===== src/sv/tpwe_pkg.sv =====
`default_nettype none

package tpwe_pkg;

    localparam int unsigned RUN_W   = 23;
    localparam int unsigned HALF_W  = 17;
    localparam int unsigned DIVD_W  = 18;
    localparam int unsigned DIV_W   = 8;
    localparam int unsigned TS_W    = 16;
    localparam int unsigned S_DATA_W = 48;
    localparam int unsigned M_DATA_W = 40;

    typedef logic [1:0] opcode_t;

    localparam opcode_t OP_DATA    = 2'd0;
    localparam opcode_t OP_PULSE   = 2'd1;
    localparam opcode_t OP_REPEAT  = 2'd2;
    localparam opcode_t OP_SILENCE = 2'd3;

    typedef logic [1:0] cfg_index_t;

    localparam cfg_index_t REG_SAMPLE_DIVISOR = 2'd0;
    localparam cfg_index_t REG_CHANNEL_MODE   = 2'd1;
    localparam cfg_index_t REG_ZERO_PULSE_TS  = 2'd2;
    localparam cfg_index_t REG_ONE_PULSE_TS   = 2'd3;

    localparam logic [1:0] MODE_MONO     = 2'd0;
    localparam logic [1:0] MODE_INVERTED = 2'd2;

    localparam logic [7:0] LEVEL_LOW_BYTE  = 8'hC0;
    localparam logic [7:0] LEVEL_HIGH_BYTE = 8'h40;
    localparam logic [7:0] SILENCE_BYTE    = 8'd128;

    localparam logic [DIV_W-1:0] DIVISOR_RESET = 8'd160;
    localparam logic [TS_W-1:0]  ZERO_TS_RESET = 16'd855;
    localparam logic [TS_W-1:0]  ONE_TS_RESET  = 16'd1710;

endpackage

`default_nettype wire


===== src/sv/tape_pulse_wave_encoder_core.sv =====
// tape pulse encoder: one restoring divider step (one quotient bit) per cycle
// a pulse goes from load to output register: load, 18 divide steps, hand-off
// single pulse and repeat items: one pulse each, data byte: 16 pulses
// silence item: no divide step; output register lets the next pulse divide while a run waits
// rst_n is asynchronous active low: registers return to 160 / mono / 855 / 1710,
// remainder, level and last pulse length clear, no run pending
`default_nettype none

module tape_pulse_wave_encoder_core (
    input  wire logic                           clk,
    input  wire logic                           rst_n,
    // configuration write port
    input  wire logic                           cfg_we,
    input  wire tpwe_pkg::cfg_index_t           cfg_addr,
    input  wire logic [15:0]                    cfg_data,
    // input stream
    input  wire logic                           s_tvalid,
    output logic                                s_tready,
    // data_byte[7:0], pulse_ts[23:8], silence_samples[46:24], zero fill [47]
    input  wire logic [tpwe_pkg::S_DATA_W-1:0]  s_tdata,
    // opcode[1:0]
    input  wire tpwe_pkg::opcode_t              s_tuser,
    // output stream
    output logic                                m_tvalid,
    input  wire logic                           m_tready,
    // run_samples[22:0], first_sample[30:23], second_sample[38:31], zero fill [39]
    output logic [tpwe_pkg::M_DATA_W-1:0]       m_tdata,
    // two_channels[0]
    output logic [0:0]                          m_tuser,
    // last_of_item
    output logic                                m_tlast
);
    import tpwe_pkg::*;

    localparam logic [1:0] ST_IDLE = 2'd0;
    localparam logic [1:0] ST_LOAD = 2'd1;
    localparam logic [1:0] ST_DIV  = 2'd2;
    localparam logic [1:0] ST_EMIT = 2'd3;

    localparam logic [4:0] LAST_STEP = 5'(DIVD_W - 1);

    logic [1:0]        state_reg, state_next;

    logic [DIV_W-1:0]  divisor_reg;
    logic [1:0]        mode_reg;
    logic [TS_W-1:0]   zero_ts_reg;
    logic [TS_W-1:0]   one_ts_reg;

    logic [DIV_W-1:0]  remainder_reg;
    logic              level_reg;
    logic [HALF_W-1:0] last_half_reg;

    opcode_t           op_reg;
    logic [7:0]        byte_reg;
    logic [TS_W-1:0]   pulse_reg;
    logic [RUN_W-1:0]  silence_reg;
    logic [3:0]        pulse_idx_reg;

    logic [DIVD_W-1:0] quot_reg;
    logic [DIV_W-1:0]  part_reg;
    logic [4:0]        step_reg;

    logic              out_valid_reg;
    logic [RUN_W-1:0]  out_run_reg;
    logic [7:0]        out_first_reg;
    logic [7:0]        out_second_reg;
    logic              out_two_reg;
    logic              out_last_reg;

    logic [DIV_W-1:0]  div_eff;
    logic [DIV_W:0]    trial;
    logic              trial_ge;
    logic [DIV_W:0]    trial_diff;
    logic [DIV_W-1:0]  part_next;
    logic [HALF_W-1:0] half_load;
    logic [TS_W-1:0]   bit_ts;
    logic              out_free;
    logic              two_ch;
    logic [7:0]        cur_byte;
    logic [7:0]        inv_byte;
    logic              emit_last;

    assign div_eff    = (divisor_reg == '0) ? DIV_W'(1) : divisor_reg;
    assign trial      = {part_reg, quot_reg[DIVD_W-1]};
    assign trial_ge   = (trial >= {1'b0, div_eff});
    assign trial_diff = trial - {1'b0, div_eff};
    assign part_next  = trial_ge ? trial_diff[DIV_W-1:0] : trial[DIV_W-1:0];

    assign bit_ts = byte_reg[7] ? one_ts_reg : zero_ts_reg;

    always_comb
    begin
        unique case (op_reg)
            OP_DATA:  half_load = {bit_ts, 1'b0};
            OP_PULSE: half_load = {pulse_reg, 1'b0};
            default:  half_load = last_half_reg;
        endcase
    end

    assign out_free  = !out_valid_reg || m_tready;
    assign two_ch    = (mode_reg != MODE_MONO);
    assign cur_byte  = level_reg ? LEVEL_HIGH_BYTE : LEVEL_LOW_BYTE;
    assign inv_byte  = level_reg ? LEVEL_LOW_BYTE : LEVEL_HIGH_BYTE;
    assign emit_last = (op_reg != OP_DATA) || (pulse_idx_reg == 4'hF);

    assign s_tready = (state_reg == ST_IDLE);

    always_comb
    begin
        state_next = state_reg;
        unique case (state_reg)
            ST_IDLE:
            begin
                if (s_tvalid)
                begin
                    state_next = (s_tuser == OP_SILENCE) ? ST_EMIT : ST_LOAD;
                end
            end
            ST_LOAD:
            begin
                state_next = ST_DIV;
            end
            ST_DIV:
            begin
                if (step_reg == LAST_STEP)
                begin
                    state_next = ST_EMIT;
                end
            end
            ST_EMIT:
            begin
                if (out_free)
                begin
                    state_next = emit_last ? ST_IDLE : ST_LOAD;
                end
            end
            default:
            begin
                state_next = ST_IDLE;
            end
        endcase
    end

    always_ff @(posedge clk or negedge rst_n)
    begin
        if (!rst_n)
        begin
            state_reg     <= ST_IDLE;
            divisor_reg   <= DIVISOR_RESET;
            mode_reg      <= MODE_MONO;
            zero_ts_reg   <= ZERO_TS_RESET;
            one_ts_reg    <= ONE_TS_RESET;
            remainder_reg <= '0;
            level_reg     <= 1'b0;
            last_half_reg <= '0;
            pulse_idx_reg <= '0;
            step_reg      <= '0;
            out_valid_reg <= 1'b0;
        end
        else
        begin
            state_reg <= state_next;

            if (cfg_we)
            begin
                unique case (cfg_addr)
                    REG_SAMPLE_DIVISOR: divisor_reg <= cfg_data[DIV_W-1:0];
                    REG_CHANNEL_MODE:   mode_reg    <= cfg_data[1:0];
                    REG_ZERO_PULSE_TS:  zero_ts_reg <= cfg_data;
                    REG_ONE_PULSE_TS:   one_ts_reg  <= cfg_data;
                    default:            ;
                endcase
            end

            // a new run loads as the held one leaves, otherwise hold until taken
            out_valid_reg <= (state_reg == ST_EMIT && out_free) ||
                             (out_valid_reg && !m_tready);

            unique case (state_reg)
                ST_IDLE:
                begin
                    pulse_idx_reg <= '0;
                end
                ST_LOAD:
                begin
                    last_half_reg <= half_load;
                    step_reg      <= '0;
                end
                ST_DIV:
                begin
                    step_reg <= step_reg + 5'd1;
                    if (step_reg == LAST_STEP)
                    begin
                        remainder_reg <= part_next;
                    end
                end
                ST_EMIT:
                begin
                    if (out_free)
                    begin
                        if (op_reg == OP_SILENCE)
                        begin
                            remainder_reg <= '0;
                        end
                        else
                        begin
                            level_reg <= ~level_reg;
                        end
                        pulse_idx_reg <= pulse_idx_reg + 4'd1;
                    end
                end
                default:
                begin
                end
            endcase
        end
    end

    // item fields, divider datapath and output payload
    always_ff @(posedge clk)
    begin
        if (state_reg == ST_IDLE && s_tvalid)
        begin
            op_reg      <= s_tuser;
            byte_reg    <= s_tdata[7:0];
            pulse_reg   <= s_tdata[23:8];
            silence_reg <= s_tdata[46:24];
        end

        if (state_reg == ST_LOAD)
        begin
            quot_reg <= {1'b0, half_load} + {{(DIVD_W-DIV_W){1'b0}}, remainder_reg};
            part_reg <= '0;
        end
        else if (state_reg == ST_DIV)
        begin
            quot_reg <= {quot_reg[DIVD_W-2:0], trial_ge};
            part_reg <= part_next;
        end

        if (state_reg == ST_EMIT && out_free)
        begin
            // next data bit after both pulses of this one
            if (pulse_idx_reg[0])
            begin
                byte_reg <= {byte_reg[6:0], 1'b0};
            end
            out_two_reg  <= two_ch;
            out_last_reg <= emit_last;
            if (op_reg == OP_SILENCE)
            begin
                out_run_reg    <= silence_reg;
                out_first_reg  <= SILENCE_BYTE;
                out_second_reg <= two_ch ? SILENCE_BYTE : 8'd0;
            end
            else
            begin
                out_run_reg    <= {{(RUN_W-DIVD_W){1'b0}}, quot_reg};
                out_first_reg  <= cur_byte;
                out_second_reg <= !two_ch ? 8'd0 :
                                  (mode_reg == MODE_INVERTED) ? inv_byte : cur_byte;
            end
        end
    end

    assign m_tvalid = out_valid_reg;
    assign m_tdata  = {1'b0, out_second_reg, out_first_reg, out_run_reg};
    assign m_tuser  = out_two_reg;
    assign m_tlast  = out_last_reg;

endmodule

`default_nettype wire

===== config.mk =====
export PLATFORM = sky130hd
export DESIGN_NAME = tape_pulse_wave_encoder_core
export DESIGN_NICKNAME = d
export VERILOG_FILES = /design/src/sv/tpwe_pkg.sv /design/src/sv/tape_pulse_wave_encoder_core.sv
export SDC_FILE = /design/constraint.sdc
export NUM_CORES = 1
export LEC_CHECK = 0
export CORE_MARGIN = 1
export CORE_UTILIZATION = 44
export CTS_CLUSTER_DIAMETER = 200
export DETAILED_ROUTE_END_ITERATION = 12
export DONT_BUFFER_PORTS = 1
export MAX_ROUTING_LAYER = met4
export PLACE_DENSITY = 0.71
export SLEW_MARGIN = 25
export SYNTH_ARGS = -nofsm -noshare
export SYNTH_HDL_FRONTEND = slang
export SYNTH_SLANG_ARGS = --single-unit
export TNS_END_PERCENT = 5

===== constraint.sdc =====
create_clock -name clk -period 3.1 [get_ports clk]
set_clock_uncertainty 0.2 [all_clocks]
set_input_delay 0.93 -clock clk [delete_from_list [all_inputs] [get_ports clk]]
set_output_delay 0.93 -clock clk [all_outputs]
set_load 0.02 [all_outputs]

# ---- After elaboration in Yosys (flattened, before gate mapping)
# Cells that the tools add are included.
dict set report classes {
  reduce_logical 25
  n_eq_ne 16
  n_lt_le_gt_ge 1
  addsub 4
  mux 29
  bitwise_logic 2
}
# op count
set op_table {}
lappend op_table {{8-bit 2-to-1 mux} 14}
lappend op_table {{18-bit 2-to-1 mux} 3}
lappend op_table {{17-bit case mux with 2 select lines} 1}
lappend op_table {{17-bit by 8-bit adder with 18-bit output} 1}
lappend op_table {{16-bit 2-to-1 mux} 1}
lappend op_table {{8-bit case mux with 2 select lines} 1}
lappend op_table {{2-bit equality test (second input constant)} 7}
lappend op_table {{5-bit case mux with 2 select lines} 1}
lappend op_table {{2-bit AND reduction} 5}
lappend op_table {{2-bit nonzero test} 5}
lappend op_table {{9-bit by 8-bit >= comparator with 1-bit output} 1}
lappend op_table {{8-bit zero test} 1}
lappend op_table {{2-bit 2-to-1 mux} 4}
lappend op_table {{2-bit case mux with 4 select lines} 1}
lappend op_table {{4-bit case mux with 2 select lines} 1}
lappend op_table {{8-bit subtractor} 1}
lappend op_table {{2-bit by 1-bit equality test with 1-bit output (second input constant)} 3}
lappend op_table {{2-bit zero test} 3}
lappend op_table {{2-bit inequality test (second input constant)} 3}
lappend op_table {{3-bit AND reduction} 2}
lappend op_table {{5-bit by 1-bit adder with 5-bit output (second input constant)} 1}
lappend op_table {{5-bit equality test (second input constant)} 1}
lappend op_table {{4-bit by 1-bit adder with 4-bit output (second input constant)} 1}
lappend op_table {{4-bit equality test (second input constant)} 1}
lappend op_table {{other kinds (8)} 14}
dict set report totals {
  input_bits 73
  elab_cells 100
  register_bits 196
  out_inout_bits 44
}

# ---- Logic depth before layout (Yosys ltp)
# Gate-level depths: netlist of the first run.
dict set report logic_depth {
  depth_word 6
  mapped_depth 12
  ltp_nobuf 10
}

# ---- Least setup slack after synthesis of the first run
# OpenSTA, ideal clock, no wires.
dict set report synth_path {
  path_kind {flip-flop to flip-flop}
  start {reg byte_reg[7]}
  end {reg quot_reg[9] (data pin)}
  required_time_ns 2.640
  stages_incl_launch_ff 13
  path_buffers 2
  setup_time_ns 0.260
  period_less_slack_ns 3.198
  t_arrival_ns 2.738
  setup_slack_ns -0.098
  path_cell_list {dfxtp_1 -> buf_6 -> clkbuf_1 -> mux2i_1 -> o21ai_0 -> mux2i_1 -> inv_1 -> ha_1 -> nand3_1 -> a32o_1 -> a221oi_1 -> xnor2_1 -> mux2_2}
}
dict set report synth_between {
  elab_chain_cells 4
}
# item line
set synth_lines {}
lappend synth_lines {{start: declaration} tape_pulse_wave_encoder_core.sv:54} ;# logic [7:0] byte_reg;
lappend synth_lines {{start signal: assignment} tape_pulse_wave_encoder_core.sv:225} ;# byte_reg <= s_tdata[7:0];
lappend synth_lines {{start signal: assignment} tape_pulse_wave_encoder_core.sv:246} ;# byte_reg <= {byte_reg[6:0], 1'b0};
lappend synth_lines {{16-bit 2-to-1 mux} tape_pulse_wave_encoder_core.sv:89} ;# assign bit_ts = byte_reg[7] ? one_ts_reg : zero_ts_reg;
lappend synth_lines {{17-bit case mux with 2 select lines} tape_pulse_wave_encoder_core.sv:93} ;# unique case (op_reg)
lappend synth_lines {{named net half_load[1]} tape_pulse_wave_encoder_core.sv:75} ;# logic [HALF_W-1:0] half_load;
lappend synth_lines {{17-bit by 8-bit adder with 18-bit output} tape_pulse_wave_encoder_core.sv:232} ;# quot_reg <= {1'b0, half_load} + {{(DIVD_W-DIV_W){1'b0}}, remainder_reg};
lappend synth_lines {{18-bit 2-to-1 mux} tape_pulse_wave_encoder_core.sv:230} ;# if (state_reg == ST_LOAD)
lappend synth_lines {{end signal: assignment} tape_pulse_wave_encoder_core.sv:232}
lappend synth_lines {{end signal: assignment} tape_pulse_wave_encoder_core.sv:237} ;# quot_reg <= {quot_reg[DIVD_W-2:0], trial_ge};
lappend synth_lines {{end: declaration} tape_pulse_wave_encoder_core.sv:59} ;# logic [DIVD_W-1:0] quot_reg;
# The timed path passes the listed nets, and every way through them passes these cells.
# A chain may end at the register's enable or synchronous reset.

# ---- Final worst setup path of the first run
dict set report layout_path {
  start {reg byte_reg[7]}
  end {reg quot_reg[14] (data pin)}
}
# The elaborated chain is that of the path after synthesis.

==> flow_metrics.env, run 1 <==
export IMPL_core_sq_um=19600
export IMPL_gp_congestion=0.871
export IMPL_async_reset_ff_share_pct=43.5
export IMPL_die_h_microns=144
export IMPL_fin_crit_ns=3.06
export IMPL_period_share_pct=98.6
export IMPL_syn_inst=741
export IMPL_syn_to_final_growth_pct=13.8
export IMPL_synth_area_sq_um=8870
export IMPL_crit_path_start_kind="register"
export IMPL_critPathCaptureType="register"
export IMPL_ant_nets=0
export IMPL_slew_viol_final=0
export IMPL_final_cell_mix="edfxtp_1 (88), mux2_2 (73), dfrtp_1 (64)"
export IMPL_io_buffers=0
export IMPL_layout_drive_gt1_share_pct=24.7
export IMPL_cts_sinks=184
export IMPL_start_util_pct=45.3
export IMPL_drt_wl_total_microns=19100
export IMPL_io_pins=117
export IMPL_final_nets=871
export IMPL_viasPerCell=5.60
export IMPL_powerDensity_nw_per_um2=988
export IMPL_critPathRequiredTime_ns=3.17
export IMPL_max_freq_mhz=327
export IMPL_yosys_warnings=0
export IMPL_ys_ff_latch=184
export IMPL_dieArea_sq_um=20700
export IMPL_cp_arrival_ns=3.13
export IMPL_die_x_microns=144
export IMPL_h_tree_depth=4
export IMPL_remaining_drc_errors=0
export IMPL_tightest_slew_ns=0.571
export IMPL_grt_pass1_vias=5544
export IMPL_insertion_delay_ns=0.43
export IMPL_rows=51
export IMPL_cts_buffers=17
export IMPL_cap_violations=0
export IMPL_p_leak_nw=3.94
export IMPL_antenna_found_initial=1
export IMPL_dr_pass1_iters=5
export IMPL_overflow=0
export IMPL_clk_pin_slew_worst_paths_ns=0.07
export IMPL_final_common_cell="edfxtp_1"
export IMPL_hold_viol=0
export IMPL_drtIter0Drc=371
export IMPL_synth_enable_flop_cells=88
export IMPL_avgSynthCellArea_sq_um=12.0
export IMPL_cts_tree="done"
export IMPL_nFillCells=1703
export IMPL_hold_path_class="input port to async pin"
export IMPL_relSlewSlack_pct=61.5
export IMPL_irDropWorstVdd_mv=0.522
export IMPL_worstSetupPathType="register to register"
export IMPL_cp_max_fo=6
export IMPL_grt_pass1_wl_microns=30200
export IMPL_final_util_pct=51.5
export IMPL_wl_per_cell_microns=18.2
export IMPL_setup_ws_ns=0.0441
export IMPL_status="finished clean"
export IMPL_synth_cell_types=75
export IMPL_vias=5886
export IMPL_place_ws_ns=-0.0819
export IMPL_clockBufferDepth=2
export IMPL_setup_viol=0
export IMPL_synth_main_ff_cell="edfxtp_1"
export IMPL_dp_hpwl_microns=13000
export IMPL_rsz0062_at_grt="yes"
export IMPL_cts_root_buf="clkbuf_16"
export IMPL_grt_usage_pct=19.9
export IMPL_synth_seq_area_share_pct=56.2
export IMPL_hold_slack_ns=0.133
export IMPL_grt_max_degree=65
kinds of logic after synthesis:
logic type | count (synthesis) | share of synthesized area (%)
other | 1 | 0.0423
DFF | 184 | 56.2
xor gates and xnor gates | 12 | 1.18
adders and majority gates | 25 | 3.69
buffers and inverters | 80 | 4.10
muxes | 86 | 10.8
AOI/OAI and AO/OA | 161 | 12.9
and+or+nand+nor | 192 | 11.1
worst max-delay path, stage by stage, from the launching register on:
cell	delay, ns
dfxtp_2	0.35
buf_4	0.14
buf_4	0.14
nor2b_1	0.05
a211oi_2	0.22
o31ai_2	0.11
ha_1	0.36
nor2b_4	0.17
o211ai_1	0.18
a21o_1	0.27
or4b_1	0.51
o211ai_1	0.17
per-stage QoR:
stage	std cells	power (mW)	cell area [sq um]	TNS, ns
global placement	1018	7.61	9380	-0.204
floorplan	753	6.65	8920	-0.0463
detailed placement	1018	7.69	9380	-0.366
finish	1052	9.98	10100	0
CTS	1051	9.92	10000	-0.113
global route	1052	10.6	10100	-0.190
power breakdown:
part           internal (mW)  switching (mW)  total [mW]
Combinational           1.60            2.14        3.74
Clock                   1.22           0.923        2.15
Sequential              3.55           0.535        4.09
Total                   6.38            3.60        9.98
final timing paths:
path / end / startpoint / cells past startpoint / slack, ns
setup / recovery: quot_reg[14]$_DFFE_PP_ / byte_reg[7]$_DFF_P_ / 11 / 0.04
hold / removal: zero_ts_reg[6]$_DFFE_PN1P_ / rst_n / 0 / 0.13
setup reg to reg: quot_reg[14]$_DFFE_PP_ / byte_reg[7]$_DFF_P_ / 11 / 0.04
hold reg to reg: byte_reg[4]$_DFF_P_ / byte_reg[3]$_DFF_P_ / 2 / 0.26
max in group asynchronous: pulse_idx_reg[2]$_DFFE_PN0P_ / rst_n / 1 / 2.25
min in group clk: byte_reg[4]$_DFF_P_ / byte_reg[3]$_DFF_P_ / 2 / 0.26
area by class of cell:
type                            count  area, sq um  share of cell area, %
Sequential cell                   184         4990                   49.4
Multi-Input combinational cell    489         3670                   36.3
Clock buffer                       22          497                   4.92
Timing Repair Buffer               49          400                   3.97
Tap cell                          265          332                   3.28
Inverter                           32          120                   1.19
Clock inverter                     10         90.1                  0.892
Antenna cell                        1         2.50                 0.0248
cell usage after synthesis, types with 4 or more instances:
master / n / area share [%]
a211oi_1: 9 / 0.76
a21o_1: 8 / 0.68
a21oi_1: 19 / 1.1
a221oi_1: 4 / 0.39
a22o_1: 6 / 0.59
a311oi_1: 4 / 0.39
a31oi_1: 6 / 0.42
a32oi_1: 5 / 0.49
and2_1: 4 / 0.28
and3_1: 10 / 0.71
buf_1: 6 / 0.25
buf_2: 6 / 0.34
buf_4: 13 / 1.1
clkbuf_1: 22 / 0.93
dfrtp_1: 64 / 18
dfstp_2: 16 / 4.7
dfxtp_1: 16 / 3.6
edfxtp_1: 88 / 30
ha_1: 23 / 3.2
inv_1: 32 / 1.4
mux2_2: 73 / 9.3
mux2i_1: 11 / 1.2
nand2_1: 59 / 2.5
nand2b_1: 16 / 1.1
nand3_1: 16 / 0.90
nand4_1: 8 / 0.56
nor2_1: 29 / 1.2
nor2b_1: 14 / 0.99
nor3_1: 7 / 0.39
nor4_1: 6 / 0.42
o211ai_1: 7 / 0.59
o21a_1: 8 / 0.68
o21ai_0: 38 / 2.1
o221ai_1: 5 / 0.49
o31ai_1: 13 / 1.1
or3_1: 4 / 0.28
or4_1: 4 / 0.34
xnor2_1: 10 / 0.99
routing by layer:
metal | vias up | global-route usage (%) | share of wire [%]
li1 | 2803 | - | -
met1 | 2884 | 26.5 | 46
met2 | 176 | 29.7 | 46
met3 | 23 | 5.46 | 6.1
met4 | 0 | 5.26 | 1.5
met5 | - | - | 0
what timing repair did:
item,CTS,global route
endpoints found under the hold margin,64,0
buffers inserted,0,0
pin swaps,0,4
setup endpoints to repair,9,16
resized for setup,8,17
hold buffers,1,0
Power figures use the tool's default switching activity.
==> run 2, diff against run 1 <==
--- a/config.mk
+++ b/config.mk
@@ -5,13 +5,15 @@
 export SDC_FILE = /design/constraint.sdc
 export NUM_CORES = 1
 export LEC_CHECK = 0
+export CELL_PAD_IN_SITES_DETAIL_PLACEMENT = 0
+export CELL_PAD_IN_SITES_GLOBAL_PLACEMENT = 1
 export CORE_MARGIN = 1
 export CORE_UTILIZATION = 44
 export CTS_CLUSTER_DIAMETER = 200
 export DETAILED_ROUTE_END_ITERATION = 12
 export DONT_BUFFER_PORTS = 1
 export MAX_ROUTING_LAYER = met4
-export PLACE_DENSITY = 0.71
+export PLACE_DENSITY = 0.83
 export SLEW_MARGIN = 25
 export SYNTH_ARGS = -nofsm -noshare
 export SYNTH_HDL_FRONTEND = slang
==> flow_metrics.env, run 2 (synthesized netlist as in run 1, its figures left out) <==
export IMPL_status="finished clean"
export IMPL_grt_pass1_vias=5861
export IMPL_clk_pin_slew_worst_paths_ns=0.07
export IMPL_critPathCaptureType="register"
export IMPL_period_share_pct=98.1
export IMPL_final_cell_mix="edfxtp_1 (88), mux2_2 (73), dfrtp_1 (64)"
export IMPL_dr_pass1_iters=5
export IMPL_dp_hpwl_microns=14300
export IMPL_p_leak_nw=4.00
export IMPL_fin_crit_ns=3.04
export IMPL_slew_viol_final=0
export IMPL_overflow=0
export IMPL_hold_slack_ns=0.121
export IMPL_tightest_slew_ns=0.575
export IMPL_rr_worst_depth=9
export IMPL_syn_to_final_growth_pct=15.5
export IMPL_hold_viol=0
export IMPL_place_ws_ns=-0.188
export IMPL_die_h_microns=144
export IMPL_multi_input_area_sq_um=3700
export IMPL_final_common_cell="edfxtp_1"
export IMPL_remaining_drc_errors=0
export IMPL_gp_congestion=0.876
export IMPL_wl_per_cell_microns=19.2
export IMPL_cp_max_fo=16
export IMPL_layout_drive_gt1_share_pct=26.2
export IMPL_h_tree_depth=4
export IMPL_rsz0062_at_grt="yes"
export IMPL_core_sq_um=19600
export IMPL_dieArea_sq_um=20700
export IMPL_relSlewSlack_pct=61.6
export IMPL_cts_buffers=17
export IMPL_grt_max_degree=65
export IMPL_critPathMaxStageDelay_ns=0.49
export IMPL_worstSetupPathType="register to register"
export IMPL_cts_sinks=184
export IMPL_clockBufferDepth=2
export IMPL_crit_chain="buf_4 -> buf_4 -> o31ai_1 -> ha_1 -> o21a_1 -> o21ai_2 -> a21o_1 -> or4b_1 -> o211ai_1"
export IMPL_io_pins=117
export IMPL_rows=51
export IMPL_irDropWorstVdd_mv=0.554
export IMPL_insertion_delay_ns=0.44
export IMPL_max_freq_mhz=329
export IMPL_final_nets=880
export IMPL_vias=6003
export IMPL_cp_common_cell="buf_4"
export IMPL_ant_nets=0
export IMPL_nFillCells=1667
export IMPL_crit_path_start_kind="register"
export IMPL_cp_depth=9
export IMPL_critPathBufInv=2
export IMPL_antenna_found_initial=1
export IMPL_viasPerCell=5.66
export IMPL_hold_path_class="input port to async pin"
export IMPL_drt_wl_total_microns=20400
export IMPL_die_x_microns=144
export IMPL_crit_family="compound AO/OA/AOI/OAI gates"
export IMPL_cts_tree="done"
export IMPL_setup_ws_ns=0.0592
export IMPL_drtIter0Drc=376
export IMPL_grt_pass1_wl_microns=31900
export IMPL_cp_slowest_cell="edfxtp_1"
export IMPL_powerDensity_nw_per_um2=1000
export IMPL_ff_latch_area_sq_um=4990
export IMPL_setup_viol=0
export IMPL_cp_arrival_ns=3.12
export IMPL_grt_usage_pct=21.1
export IMPL_io_buffers=0
export IMPL_critPathRequiredTime_ns=3.18
export IMPL_start_util_pct=45.3
export IMPL_cap_violations=0
export IMPL_cts_root_buf="clkbuf_16"
-- run 2: per-stage QoR --
| stage | cell area (sq um) | TNS (ns) | util (%) | power (mW) | std cells |
|---|---|---|---|---|---|
| floorplan | 8920 | -0.0463 | - | 6.65 | 753 |
| global placement | 9370 | -0.0158 | 47.8 | 7.63 | 1017 |
| detailed placement | 9370 | -0.809 | 47.8 | 7.77 | 1017 |
| CTS | 10100 | 0 | 51.6 | 10.1 | 1055 |
| global route | 10200 | -0.198 | 52.3 | 10.9 | 1061 |
| finish | 10200 | 0 | 52.3 | 10.3 | 1061 |
-- run 2: area by class of cell --
cell class / instances / share of cell area (%)
clock buffer: 17 / 4.15
timing repair buffer: 58 / 4.65
sequential: 184 / 48.7
multi-input combinational: 489 / 36.1
inverter: 32 / 1.17
tap: 265 / 3.24
clock inverter: 15 / 1.98
antenna: 1 / 0.0244
-- run 2: what timing repair did --
action | 4_1_cts | 5_1_grt
hold endpoints to repair | 64 | 0
resized for setup | 9 | 24
pin swaps | 0 | 9
endpoints found under the setup margin | 11 | 16
hold buffers | 1 | 0
setup buffers | 5 | 5
-- run 2: path summary, 6_finish.rpt --
path / slack, ns / to / from
max: 0.06 / quot_reg[14]$_DFFE_PP_ / op_reg[1]$_DFFE_PP_
min: 0.12 / zero_ts_reg[8]$_DFFE_PN1P_ / rst_n
max reg2reg: 0.06 / quot_reg[14]$_DFFE_PP_ / op_reg[1]$_DFFE_PP_
min reg2reg: 0.26 / byte_reg[4]$_DFF_P_ / byte_reg[3]$_DFF_P_
max in group asynchronous: 2.26 / last_half_reg[8]$_DFFE_PN0N_ / rst_n
min in group clk: 0.26 / byte_reg[4]$_DFF_P_ / byte_reg[3]$_DFF_P_
-- run 2: worst reg2reg max path, cell delays in order (launching register included) --
cell and delay (ns):
edfxtp_1 0.49, buf_4 0.20, buf_4 0.19, o31ai_1 0.39
ha_1 0.26, o21a_1 0.15, o21ai_2 0.09, a21o_1 0.24
or4b_1 0.48, o211ai_1 0.20
-- run 2: report_power, final --
part / total [mW] / internal [mW] / switching, mW
sequential: 4.12 / 3.55 / 0.567
combinational: 3.86 / 1.66 / 2.21
clock: 2.27 / 1.24 / 1.04
total: 10.3 / 6.44 / 3.81
-- run 2: routing by layer --
| layer | vias to the layer above | part of all wire [%] | wire, microns | global-route usage, % |
|---|---|---|---|---|
| met1 | 2991 | 45 | 9240 | 27.6 |
| li1 | 2818 | - | - | - |
| met5 | - | 0 | 0 | - |
| met3 | 15 | 6.9 | 1400 | 5.76 |
| met2 | 179 | 47 | 9580 | 31.9 |
| met4 | 0 | 0.85 | 174 | 6.72 |
==> run 3, diff against run 2 <==
--- a/config.mk
+++ b/config.mk
@@ -8,12 +8,12 @@
 export CELL_PAD_IN_SITES_DETAIL_PLACEMENT = 0
 export CELL_PAD_IN_SITES_GLOBAL_PLACEMENT = 1
 export CORE_MARGIN = 1
-export CORE_UTILIZATION = 44
+export CORE_UTILIZATION = 46
 export CTS_CLUSTER_DIAMETER = 200
 export DETAILED_ROUTE_END_ITERATION = 12
 export DONT_BUFFER_PORTS = 1
 export MAX_ROUTING_LAYER = met4
-export PLACE_DENSITY = 0.83
+export PLACE_DENSITY = 0.85
 export SLEW_MARGIN = 25
 export SYNTH_ARGS = -nofsm -noshare
 export SYNTH_HDL_FRONTEND = slang
==> flow_metrics.env, run 3 (synthesized netlist as in run 1, its figures left out) <==
export IMPL_rsz0062_at_grt="yes"
export IMPL_die_x_microns=141
export IMPL_crit_chain="buf_4 -> buf_4 -> nor2b_2 -> a211oi_2 -> o31ai_2 -> ha_1 -> o21ai_1 -> a32o_2 -> a21o_4 -> or4_1 -> nand3_1"
export IMPL_die_h_microns=141
export IMPL_setup_ws_ns=0.0469
export IMPL_dieArea_sq_um=19800
export IMPL_grt_pass1_wl_microns=31500
export IMPL_dp_hpwl_microns=14300
export IMPL_clk_pin_slew_worst_paths_ns=0.07
export IMPL_grt_usage_pct=21.4
export IMPL_antenna_found_initial=1
export IMPL_drt_wl_total_microns=20300
export IMPL_cp_max_fo=7
export IMPL_cp_arrival_ns=3.15
export IMPL_place_ws_ns=-0.194
export IMPL_gr_usage_met3_pct=6.15
export IMPL_cap_violations=0
export IMPL_cp_slowest_cell="or4_1"
export IMPL_p_leak_nw=3.97
export IMPL_use_met2_pct=34.8
export IMPL_hold_viol=0
export IMPL_final_nets=874
export IMPL_final_cell_mix="edfxtp_1 (88), mux2_2 (73), dfrtp_1 (64)"
export IMPL_insertion_delay_ns=0.43
export IMPL_h_tree_depth=4
export IMPL_dr_pass1_iters=5
export IMPL_critPathCaptureType="register"
export IMPL_fin_crit_ns=3.05
export IMPL_busiest_layer="met2"
export IMPL_hold_path_class="input port to async pin"
export IMPL_gp_congestion=0.860
export IMPL_syn_to_final_growth_pct=14.8
export IMPL_slew_viol_final=0
export IMPL_critPathRequiredTime_ns=3.20
export IMPL_irDropWorstVdd_mv=0.579
export IMPL_crit_path_start_kind="register"
export IMPL_io_pins=117
export IMPL_setup_viol=0
export IMPL_viasPerCell=5.72
export IMPL_vias=6003
export IMPL_cts_tree="done"
export IMPL_core_sq_um=18800
export IMPL_final_common_cell="edfxtp_1"
export IMPL_cts_root_buf="clkbuf_16"
export IMPL_post_place_cells=1010
export IMPL_period_share_pct=98.5
export IMPL_powerDensity_nw_per_um2=1000
export IMPL_final_cells=1050
export IMPL_relSlewSlack_pct=65.4
export IMPL_rows=50
export IMPL_grt_pass1_vias=5992
export IMPL_clockBufferDepth=2
export IMPL_grt_met1_usage_pct=26.5
export IMPL_io_buffers=0
export IMPL_layout_drive_gt1_share_pct=25.9
export IMPL_status="finished clean"
export IMPL_overflow=0
export IMPL_cp_common_cell="buf_4"
export IMPL_wl_per_cell_microns=19.3
export IMPL_ant_nets=0
export IMPL_max_freq_mhz=328
export IMPL_nFillCells=1565
export IMPL_cts_sinks=184
export IMPL_grt_max_degree=65
export IMPL_worstSetupPathType="register to register"
export IMPL_start_util_pct=47.1
export IMPL_remaining_drc_errors=0
export IMPL_critPathMaxStageDelay_ns=0.47
export IMPL_cts_buffers=17
export IMPL_drtIter0Drc=448
export IMPL_tightest_slew_ns=0.518
-- run 3: changes by cell type in the layout (fill, tap and decap cells not counted), sizes merged --
cell      delta
bufinv       +1
inv          -2
buf          -6
clkinv       -3
clkinvlp     +3
clkbuf       +1
-- run 3: layout make-up --
type | count | area [sq um] | share of cell area, %
inverter | 32 | 120 | 1.18
antenna | 1 | 2.50 | 0.0246
multi-input combinational | 489 | 3700 | 36.4
clock inverter | 14 | 191 | 1.88
tap | 260 | 325 | 3.19
timing repair buffer | 52 | 428 | 4.20
clock buffer | 18 | 429 | 4.21
sequential | 184 | 4990 | 48.9
-- run 3: critical path: cells and delay by family, from the launching register on --
family	cells	cell delay, ns
AOI/OAI and AO/OA	5	1.06
adders and majority gates	1	0.38
buffers and inverters	2	0.29
DFF	1	0.37
and+or+nand+nor	3	0.61
-- run 3: worst paths after layout --
kind	cells after the start	to	slack (ns)	from
min in group clk	2	byte_reg[7]$_DFF_P_	0.26	byte_reg[6]$_DFF_P_
max	11	quot_reg[15]$_DFFE_PP_	0.05	byte_reg[7]$_DFF_P_
max reg2reg	11	quot_reg[15]$_DFFE_PP_	0.05	byte_reg[7]$_DFF_P_
max in group asynchronous	1	remainder_reg[2]$_DFFE_PN0P_	2.25	rst_n
min reg2reg	2	byte_reg[7]$_DFF_P_	0.26	byte_reg[6]$_DFF_P_
min	0	zero_ts_reg[9]$_DFFE_PN1P_	0.13	rst_n
-- run 3: layer usage --
| layer | up-vias | wire, microns |
|---|---|---|
| li1 | 2810 | - |
| met4 | 0 | 204 |
| met3 | 22 | 1160 |
| met1 | 2995 | 9010 |
| met2 | 176 | 9900 |
| met5 | - | 0 |
-- run 3: power breakdown --
part / switching (mW) / internal, mW / total (mW) / leakage [nW]
sequential: 0.554 / 3.55 / 4.10 / 1.91
combinational: 2.22 / 1.62 / 3.85 / 1.76
clock: 0.968 / 1.29 / 2.26 / 0.290
total: 3.74 / 6.47 / 10.2 / 3.97
-- run 3: repair_timing --
action / in CTS / in global routing
pin swaps: 0 / 6
hold buffers: 1 / 0
setup buffers: 4 / 2
setup endpoints to repair: 12 / 13
hold endpoints to repair: 64 / 0
resized for setup: 8 / 28
-- run 3: stage by stage --
step                      hold WS [ns]  TNS [ns]  instance area, sq um  total power [mW]  utilization (%)
after floorplan                  0.225   -0.0463                  8920              6.65                -
after global placement           0.236    -0.484                  9350              7.59             49.6
after detailed placement         0.256     -1.23                  9350              7.77             49.6
after CTS                        0.118         0                 10100              10.1             53.4
after global routing             0.105   -0.0795                 10200              10.8             54.1
final                            0.131         0                 10200              10.2             54.1
